[src/rtl/hbcd_pkg.sv]
// ----------------------------------------------------------------------------
// hbcd_pkg: shared types and constants of the chunked body deframer
// status codes, parse phases, register indexes, result item layout
// ----------------------------------------------------------------------------
package hbcd_pkg;

  // result status codes
  typedef enum logic [2:0] {
    ST_MORE  = 3'd0,
    ST_DONE  = 3'd1,
    ST_LONG  = 3'd2,
    ST_BIG   = 3'd3,
    ST_AFTER = 3'd4
  } status_e;

  // parse phases
  typedef enum logic [1:0] {
    PH_SIZE = 2'd0,
    PH_DATA = 2'd1,
    PH_SKIP = 2'd2,
    PH_TAIL = 2'd3
  } phase_e;

  // configuration register indexes
  localparam int unsigned CfgIdxW = 2;
  localparam logic [CfgIdxW-1:0] CFG_CHUNKED_MODE   = 2'd0;
  localparam logic [CfgIdxW-1:0] CFG_CONTENT_LENGTH = 2'd1;
  localparam logic [CfgIdxW-1:0] CFG_MAX_CHUNK_SIZE = 2'd2;
  localparam int unsigned CfgDataW = 32;

  localparam logic [7:0] CHAR_CR = 8'h0D;
  localparam logic [7:0] CHAR_LF = 8'h0A;

  typedef struct packed {
    logic       payload_valid;
    logic [7:0] payload_byte;
    status_e    status;
  } result_t;

  // hex digit decode: bit 4 set when the character is a hex digit
  function automatic logic [4:0] hex_decode(input logic [7:0] c);
    logic [4:0] r;
    r = 5'd0;
    if (c >= 8'h30 && c <= 8'h39) begin
      r = {1'b1, c[3:0]};
    end else if ((c >= 8'h41 && c <= 8'h46) || (c >= 8'h61 && c <= 8'h66)) begin
      r = {1'b1, c[3:0] + 4'd9};
    end
    return r;
  endfunction

endpackage

[src/rtl/hbcd_if.sv]
// ----------------------------------------------------------------------------
// hbcd channel interfaces
// valid/ready channels for raw body bytes and for decoded result items
// ----------------------------------------------------------------------------
interface hbcd_in_if;
  logic       valid;
  logic       ready;
  logic [7:0] body_byte;
  logic       first_byte;

  modport source (output valid, output body_byte, output first_byte, input ready);
  modport sink   (input valid, input body_byte, input first_byte, output ready);
endinterface

interface hbcd_out_if;
  logic               valid;
  logic               ready;
  logic               payload_valid;
  logic [7:0]         payload_byte;
  hbcd_pkg::status_e  status;

  modport source (output valid, output payload_valid, output payload_byte,
                  output status, input ready);
  modport sink   (input valid, input payload_valid, input payload_byte,
                  input status, output ready);
endinterface

[src/rtl/http_body_chunked_deframer.sv]
// ----------------------------------------------------------------------------
// http_body_chunked_deframer
// byte-wise http body decoder for fixed content length and chunked framing
// ----------------------------------------------------------------------------
// Takes one body byte per clock while input ready is high and returns exactly
// one result item per byte: an optional payload byte and a status (more data,
// complete, size line too long, chunk size too big, ignored after end). Each
// accepted byte updates the parse state in the same cycle and its result is
// registered, so sustained throughput is one byte every clock. Results sit in
// an output register backed by a one-entry skid register; input ready drops
// only while both hold results the sink has not yet taken. Chunk sizes are
// parsed as hex up to the first non-hex character of the size line, limited
// to MAX_SIZE_DIGITS characters per line. Configuration writes are taken on
// any cycle with cfg_we_i high and must only happen while the block is idle.
// ----------------------------------------------------------------------------
module http_body_chunked_deframer #(
  parameter int unsigned MAX_SIZE_DIGITS = 16
) (
  input  logic                          clk_i,
  input  logic                          rst_ni,
  input  logic                          cfg_we_i,
  input  logic [hbcd_pkg::CfgIdxW-1:0]  cfg_idx_i,
  input  logic [hbcd_pkg::CfgDataW-1:0] cfg_data_i,
  hbcd_in_if.sink                       in_i,
  hbcd_out_if.source                    res_o
);

  // chunk size register holds at most MAX_SIZE_DIGITS hex digits
  localparam int unsigned LenW = 4 * MAX_SIZE_DIGITS;
  localparam int unsigned CmpW = (LenW > 32) ? LenW : 32;
  // line char count reaches MAX_SIZE_DIGITS + 1 on overflow
  localparam int unsigned LcW  = $clog2(MAX_SIZE_DIGITS + 2);

  // configuration
  logic        chunked_q;
  logic [31:0] content_len_q;
  logic [31:0] max_chunk_q;

  // parse state
  hbcd_pkg::phase_e  phase_q, phase_d;
  logic [LenW-1:0]   len_q, len_d;        // chunk size being parsed
  logic [31:0]       left_q, left_d;      // data bytes left in the chunk
  logic [31:0]       body_q, body_d;      // payload bytes delivered
  logic [LcW-1:0]    lc_q, lc_d;          // size line characters
  logic              hex_end_q, hex_end_d;
  logic              saw_cr_q, saw_cr_d;
  logic [1:0]        skip_q, skip_d;
  hbcd_pkg::status_e final_q, final_d;    // sticky end or error code

  // result registers
  hbcd_pkg::result_t out_q, skid_q, res_d;
  logic              out_valid_q, skid_valid_q;

  logic       in_fire, out_fire;
  logic [7:0] c;
  logic [4:0] hex;
  logic       go_on;
  logic       body_lt;

  assign c        = in_i.body_byte;
  assign hex      = hbcd_pkg::hex_decode(c);
  assign in_i.ready = !skid_valid_q;
  assign in_fire  = in_i.valid && in_i.ready;
  assign out_fire = out_valid_q && res_o.ready;

  // configuration writes
  always_ff @(posedge clk_i or negedge rst_ni) begin
    if (!rst_ni) begin
      chunked_q     <= 1'b0;
      content_len_q <= 32'd0;
      max_chunk_q   <= 32'hFFFF_FFFF;
    end else if (cfg_we_i) begin
      case (cfg_idx_i)
        hbcd_pkg::CFG_CHUNKED_MODE:   chunked_q     <= cfg_data_i[0];
        hbcd_pkg::CFG_CONTENT_LENGTH: content_len_q <= cfg_data_i;
        hbcd_pkg::CFG_MAX_CHUNK_SIZE: max_chunk_q   <= cfg_data_i;
        default: ;
      endcase
    end
  end

  // one byte of parsing
  always_comb begin
    // first_byte clears all parse state ahead of this byte
    if (in_i.first_byte) begin
      phase_d   = hbcd_pkg::PH_SIZE;
      len_d     = '0;
      left_d    = '0;
      body_d    = '0;
      lc_d      = '0;
      hex_end_d = 1'b0;
      saw_cr_d  = 1'b0;
      skip_d    = 2'd0;
      final_d   = hbcd_pkg::ST_MORE;
    end else begin
      phase_d   = phase_q;
      len_d     = len_q;
      left_d    = left_q;
      body_d    = body_q;
      lc_d      = lc_q;
      hex_end_d = hex_end_q;
      saw_cr_d  = saw_cr_q;
      skip_d    = skip_q;
      final_d   = final_q;
    end

    res_d.payload_valid = 1'b0;
    res_d.payload_byte  = 8'd0;
    res_d.status        = hbcd_pkg::ST_MORE;
    go_on   = 1'b1;
    body_lt = body_d < content_len_q;

    if (final_d == hbcd_pkg::ST_DONE) begin
      res_d.status = hbcd_pkg::ST_AFTER;
    end else if (final_d != hbcd_pkg::ST_MORE) begin
      // sticky error repeats
      res_d.status = final_d;
    end else if (!chunked_q) begin
      // plain mode: pass content_length bytes
      if (body_lt) begin
        res_d.payload_valid = 1'b1;
        res_d.payload_byte  = c;
        body_d = body_d + 32'd1;
      end
      if (!body_lt || body_d == content_len_q) begin
        final_d      = hbcd_pkg::ST_DONE;
        res_d.status = hbcd_pkg::ST_DONE;
      end
    end else begin
      case (phase_d)
        hbcd_pkg::PH_DATA: begin
          res_d.payload_valid = 1'b1;
          res_d.payload_byte  = c;
          body_d = body_d + 32'd1;
          left_d = left_d - 32'd1;
          if (left_d == 32'd0) begin
            phase_d = hbcd_pkg::PH_SKIP;
            skip_d  = 2'd2;
          end
        end
        hbcd_pkg::PH_SKIP, hbcd_pkg::PH_TAIL: begin
          if (skip_d != 2'd0) begin
            skip_d = skip_d - 2'd1;
          end
          if (skip_d == 2'd0) begin
            if (phase_d == hbcd_pkg::PH_TAIL) begin
              final_d      = hbcd_pkg::ST_DONE;
              res_d.status = hbcd_pkg::ST_DONE;
            end else begin
              phase_d   = hbcd_pkg::PH_SIZE;
              len_d     = '0;
              left_d    = '0;
              lc_d      = '0;
              hex_end_d = 1'b0;
              saw_cr_d  = 1'b0;
            end
          end
        end
        default: begin
          // size line
          if (saw_cr_d) begin
            saw_cr_d = 1'b0;
            if (c == hbcd_pkg::CHAR_LF) begin
              go_on = 1'b0;
              if (lc_d == '0) begin
                // empty line is skipped
                phase_d   = hbcd_pkg::PH_SIZE;
                len_d     = '0;
                left_d    = '0;
                hex_end_d = 1'b0;
              end else if (CmpW'(len_d) > CmpW'(max_chunk_q)) begin
                final_d      = hbcd_pkg::ST_BIG;
                res_d.status = hbcd_pkg::ST_BIG;
              end else begin
                lc_d      = '0;
                hex_end_d = 1'b0;
                left_d    = 32'(len_d);
                if (len_d == '0) begin
                  phase_d = hbcd_pkg::PH_TAIL;
                  skip_d  = 2'd2;
                end else begin
                  phase_d = hbcd_pkg::PH_DATA;
                end
              end
            end else begin
              // lone cr counts as a line character
              lc_d = lc_d + LcW'(1);
              if (lc_d > LcW'(MAX_SIZE_DIGITS)) begin
                go_on        = 1'b0;
                final_d      = hbcd_pkg::ST_LONG;
                res_d.status = hbcd_pkg::ST_LONG;
              end
            end
          end
          if (go_on) begin
            if (c == hbcd_pkg::CHAR_CR) begin
              saw_cr_d  = 1'b1;
              hex_end_d = 1'b1;
            end else begin
              lc_d = lc_d + LcW'(1);
              if (lc_d > LcW'(MAX_SIZE_DIGITS)) begin
                final_d      = hbcd_pkg::ST_LONG;
                res_d.status = hbcd_pkg::ST_LONG;
              end else if (!hex_end_d) begin
                if (hex[4]) begin
                  len_d = (len_d << 4) | LenW'(hex[3:0]);
                end else begin
                  // extensions after the digits are ignored
                  hex_end_d = 1'b1;
                end
              end
            end
          end
        end
      endcase
    end
  end

  // parse state, updated once per accepted byte
  always_ff @(posedge clk_i or negedge rst_ni) begin
    if (!rst_ni) begin
      phase_q   <= hbcd_pkg::PH_SIZE;
      len_q     <= '0;
      left_q    <= '0;
      body_q    <= '0;
      lc_q      <= '0;
      hex_end_q <= 1'b0;
      saw_cr_q  <= 1'b0;
      skip_q    <= 2'd0;
      final_q   <= hbcd_pkg::ST_MORE;
    end else if (in_fire) begin
      phase_q   <= phase_d;
      len_q     <= len_d;
      left_q    <= left_d;
      body_q    <= body_d;
      lc_q      <= lc_d;
      hex_end_q <= hex_end_d;
      saw_cr_q  <= saw_cr_d;
      skip_q    <= skip_d;
      final_q   <= final_d;
    end
  end

  // output register plus skid entry
  always_ff @(posedge clk_i or negedge rst_ni) begin
    if (!rst_ni) begin
      out_valid_q  <= 1'b0;
      skid_valid_q <= 1'b0;
    end else if (skid_valid_q) begin
      if (out_fire) begin
        skid_valid_q <= 1'b0;
      end
    end else if (in_fire) begin
      if (!out_valid_q || out_fire) begin
        out_valid_q <= 1'b1;
      end else begin
        skid_valid_q <= 1'b1;
      end
    end else if (out_fire) begin
      out_valid_q <= 1'b0;
    end
  end

  always_ff @(posedge clk_i) begin
    if (skid_valid_q) begin
      if (out_fire) begin
        out_q <= skid_q;
      end
    end else if (in_fire) begin
      if (!out_valid_q || out_fire) begin
        out_q <= res_d;
      end else begin
        skid_q <= res_d;
      end
    end
  end

  assign res_o.valid         = out_valid_q;
  assign res_o.payload_valid = out_q.payload_valid;
  assign res_o.payload_byte  = out_q.payload_byte;
  assign res_o.status        = out_q.status;

`ifndef NO_ASSERTIONS
  // the skid entry only fills behind a held output
  a_skid_behind_out: assert property (@(posedge clk_i) disable iff (!rst_ni)
    skid_valid_q |-> out_valid_q)
    else $error("skid entry valid without output entry");

  // a chunk in the data phase always has bytes left
  a_data_left: assert property (@(posedge clk_i) disable iff (!rst_ni)
    (phase_q == hbcd_pkg::PH_DATA) |-> (left_q != 32'd0))
    else $error("data phase with no bytes left");

  // line character count never runs past the overflow point
  a_line_bound: assert property (@(posedge clk_i) disable iff (!rst_ni)
    lc_q <= LcW'(MAX_SIZE_DIGITS + 1))
    else $error("size line count out of range");

  // payload bytes only travel with more-data or complete status
  a_payload_status: assert property (@(posedge clk_i) disable iff (!rst_ni)
    (out_valid_q && out_q.payload_valid) |->
      (out_q.status == hbcd_pkg::ST_MORE || out_q.status == hbcd_pkg::ST_DONE))
    else $error("payload byte with error status");
`endif

endmodule
[src/flat_wrapper.sv]
// flat-port wrapper written by rule: the top's interface ports become plain ports
module http_body_chunked_deframer_flat 
#(
  parameter int unsigned MAX_SIZE_DIGITS = 16
)
  (clk_i, rst_ni, cfg_we_i, cfg_idx_i, cfg_data_i, in_i_valid, in_i_body_byte, in_i_first_byte, in_i_ready, res_o_valid, res_o_payload_valid, res_o_payload_byte, res_o_status, res_o_ready);
  hbcd_in_if in_i_i ();
  hbcd_out_if res_o_i ();
  input  logic clk_i;
  input  logic rst_ni;
  input  logic cfg_we_i;
  input  logic [hbcd_pkg::CfgIdxW-1:0] cfg_idx_i;
  input  logic [hbcd_pkg::CfgDataW-1:0] cfg_data_i;
  input wire logic [$bits(in_i_i.valid)-1:0] in_i_valid;
  input wire logic [$bits(in_i_i.body_byte)-1:0] in_i_body_byte;
  input wire logic [$bits(in_i_i.first_byte)-1:0] in_i_first_byte;
  output wire logic [$bits(in_i_i.ready)-1:0] in_i_ready;
  output wire logic [$bits(res_o_i.valid)-1:0] res_o_valid;
  output wire logic [$bits(res_o_i.payload_valid)-1:0] res_o_payload_valid;
  output wire logic [$bits(res_o_i.payload_byte)-1:0] res_o_payload_byte;
  output wire logic [$bits(res_o_i.status)-1:0] res_o_status;
  input wire logic [$bits(res_o_i.ready)-1:0] res_o_ready;
  assign in_i_i.valid = in_i_valid;
  assign in_i_i.body_byte = in_i_body_byte;
  assign in_i_i.first_byte = in_i_first_byte;
  assign in_i_ready = in_i_i.ready;
  assign res_o_valid = res_o_i.valid;
  assign res_o_payload_valid = res_o_i.payload_valid;
  assign res_o_payload_byte = res_o_i.payload_byte;
  assign res_o_status = res_o_i.status;
  assign res_o_i.ready = res_o_ready;
  http_body_chunked_deframer #(.MAX_SIZE_DIGITS(MAX_SIZE_DIGITS)) u_core (.clk_i(clk_i), .rst_ni(rst_ni), .cfg_we_i(cfg_we_i), .cfg_idx_i(cfg_idx_i), .cfg_data_i(cfg_data_i), .in_i(in_i_i), .res_o(res_o_i));
endmodule
[config.mk]
export PLATFORM = sky130hd
export DESIGN_NAME = http_body_chunked_deframer_flat
export DESIGN_NICKNAME = d
export VERILOG_FILES = /design/src/rtl/hbcd_pkg.sv /design/src/rtl/hbcd_if.sv /design/src/rtl/http_body_chunked_deframer.sv /design/src/flat_wrapper.sv
export SDC_FILE = /design/constraint.sdc
export NUM_CORES = 1
export LEC_CHECK = 0
export CAP_MARGIN = 20
export CORE_MARGIN = 2
export CORE_UTILIZATION = 30
export DETAILED_ROUTE_END_ITERATION = 8
export DONT_BUFFER_PORTS = 1
export SYNTH_ARGS = -nofsm -noshare
export SYNTH_HDL_FRONTEND = slang
export SYNTH_SLANG_ARGS = --single-unit
[constraint.sdc]
create_clock -name clk_i -period 4.2 [get_ports clk_i]
set_input_delay 0.63 -clock clk_i [delete_from_list [all_inputs] [get_ports clk_i]]
set_output_delay 0.63 -clock clk_i [all_outputs]
set_load 0.05 [all_outputs]
==> impl_metrics.tcl <==
set metrics [dict create \
    ys_seq_area_frac 0.373 \
    syn_area_um2 16100 \
    synth_cell_types 96 \
    insertedDiodeCount 0 \
    clockRootBuffer "clkbuf_16" \
    mostFrequentLayoutCell "dfrtp_1" \
    ys_seq_elements 233 \
    vias 14500 \
    period_share 0.964 \
    place_ws_ps -107 \
    routed_wl_um 54500 \
    clk_latency_ps 570 \
    crit_path_max_fanout 5 \
    syn-num-nets 1903 \
    finalCoreUtilization 0.347 \
    final-instance-count-excl-fill 2505 \
    post_drt_wl_per_cell_um 21.8 \
    fin_ws_ps 151 \
    synthArstFlopShare 0.897 \
    crit_path_cell_trace "inv_1 > ha_1 > and4_1 > nand2_1 > o31ai_1 > o211a_1 > o31ai_1 > o21ai_1 > ha_2 > o21ai_2 > a2111oi_2 > a211oi_4 > buf_4 > buf_4 > and3_1 > a32o_1" \
    ir_drop_mv 0.301 \
    syn_inst 1783 \
    track_usage 0.192 \
    endpoint_kind "flip-flop" \
    grt_most_used_layer "met2" \
    worstMarginPinSlew_ps 911 \
    cts_buffer_depth 3 \
    slew_violations 0 \
    portBuffers 0 \
    fin_worst_skew_ps 11.1 \
    finalHoldViolCount 177 \
    grt_pass1_wl_um 85100 \
    cap_viol_max_count 0 \
    grt_pass1_vias 14000 \
    startpoint "u_core.max_chunk_q[6]$_DFFE_PN1P_" \
    use_met1 0.267 \
    violations "hold timing" \
    relSlewSlack 0.393 \
    cts_tree "yes" \
    post_dp_cell_area_um2 17300 \
    worst-path-buf-inv 3 \
    critPathKind "flip-flop to flip-flop" \
    path_delay_family "compound AO/OA/AOI/OAI gates" \
    avgSynthCellArea_um2 9.01 \
    ios 62 \
    grtUsageMet2 0.304 \
    viasPerCell 5.78 \
    cts-htree-levels 1 \
    finalNetCount 1915 \
    cp.arrival_ps 4500 \
    power_leakage_uw 0.00769 \
    grtUsageMet3 0.0283 \
    gp_congestion 0.972 \
    min_path_type "input pin to asynchronous set/reset pin" \
    max_freq_mhz 247 \
    cts.clk_slew.worst_paths_ps 60 \
    drive_gt1_frac 0.166 \
    rows 84 \
    drtIter0Drc 1285 \
    postLayoutCellArea_um2 18300 \
    layout_common_cells "dfrtp_1, nand2_1, o21ai_0" \
    place_hpwl_um 40000 \
    die_area_um2 55400 \
    multiInputGateArea_um2 9350 \
    coreArea_um2 52800 \
    die_h_um 235 \
    start_kind "flip-flop" \
    ys.flop_type "dfrtp_1" \
    cpPeakStageDelay_ps 620 \
    setup-violations-final 0 \
    numClockSinks 233 \
    status "finished, violations left" \
    syn2layout_area_growth_pct 13.8 \
    gr-total-overflow 0 \
    cts_buffers 28 \
    start_util 0.304 \
    rsz0062_at_grt "no" \
    regArea_um2 5990 \
    ys_warn_count 0 \
    r2r-start "u_core.max_chunk_q[6]$_DFFE_PN1P_" \
    die_w_um 235 \
    grt_max_degree 210 \
    ant_nets 0 \
    antenna_found_initial 0 \
    tns_ps 0 \
    min_period_ps 4050 \
    required_ps 4650 \
    dp_cells 2449 \
    drc 0 \
    synth_edf_count 24 \
    hold_slack_ps -216 \
    powerDensity_nw_per_um2 436 \
    fill_cells 5384 \
    critPathSlowestCell "dfstp_2" \
    firstDrtPassIters 7 \
]
[power by group]
part,internal [µW],switching [µW]
registers,2670,604
clock network,1500,1050
logic,838,1310
[synthesized netlist by cell type (all sizes together), types with 22 or more instances]
cell type  instances  area share
mux2              72       0.050
dfrtp            177        0.28
ha                72       0.056
nand2            152       0.036
buf               22      0.0080
a21oi             91       0.028
nor4              32       0.013
dfstp             32       0.052
nor3              32       0.010
edfxtp            24       0.045
nand4             33       0.013
a22oi             23       0.011
a22o              81       0.044
nor2b             69       0.027
xnor2             41       0.022
clkbuf            95       0.025
o21ai            133       0.041
inv               91       0.021
nand3             34       0.011
nor2             102       0.024
and3              22      0.0086
[final timing paths]
path / endpoint / depth (start not counted) / slack (ps)
setup / recovery: u_core.len_q[37]$_DFFE_PN0P_ / 16 / 150
min in group clk_i: u_core.skid_valid_q$_DFF_PN0_ / 1 / 150
hold / removal: u_core.body_q[12]$_DFFE_PN0P_ / 0 / -220
max in group asynchronous: u_core.lc_q[0]$_DFFE_PN0P_ / 0 / 3970
setup reg to reg: u_core.len_q[37]$_DFFE_PN0P_ / 16 / 150
hold reg to reg: u_core.body_q[23]$_DFFE_PN0P_ / 1 / 500
[cell type report]
cell class              count  share of cell area
flip-flops and latches    233               0.328
repair buffers             99              0.0429
clock buffers              33              0.0399
multi-input cells        1342               0.511
well taps                 688              0.0471
clock inverters            19              0.0123
inverters                  91              0.0189
[state kept, by name (all words and copies together) (netlist names)]
signal / count
u_core.hex_end_q: 1
u_core.res_o.valid: 1
u_core.final_q: 3
u_core.left_q: 32
u_core.lc_q: 5
u_core.saw_cr_q: 1
u_core.len_q: 64
u_core.body_q: 32
u_core.skid_valid_q: 1
u_core.res_o.payload_valid: 1
u_core.chunked_q: 1
u_core.res_o.payload_byte: 8
u_core.content_len_q: 32
u_core.phase_q: 2
u_core.res_o.status: 3
u_core.skip_q: 2
u_core.max_chunk_q: 32
u_core.skid_q: 12
[metal layers]
metal  vias to the layer above  part of all wire
met5                         -                 0
met4                         0             0.039
met3                       105             0.063
met2                       564              0.44
met1                      7114              0.45
li1                       6696                 -
[metrics by stage]
step / hold slack, ps / power (µW)
finish: -216 / 7970
floorplan: 334 / 4720
global route: -238 / 8350
detailed placement: 364 / 5400
global placement: 364 / 5340
CTS: -243 / 7970
[repair_timing]
| item | in CTS | in global routing |
|---|---|---|
| gates resized for setup | 0 | 9 |
| endpoints found under the hold margin | 196 | 179 |
| endpoints found under the setup margin | 0 | 67 |
| buffers inserted | 0 | 3 |
[logic make-up after synthesis]
group,count (synthesis),synth area share
flops,233,0.373
simple gates,564,0.183
mux,82,0.0567
buf+inv,209,0.0553
xor+xnor,54,0.0294
fa+ha+maj,72,0.0561
compound gates,569,0.246
No activity file was read; power rests on OpenSTA's default activity.
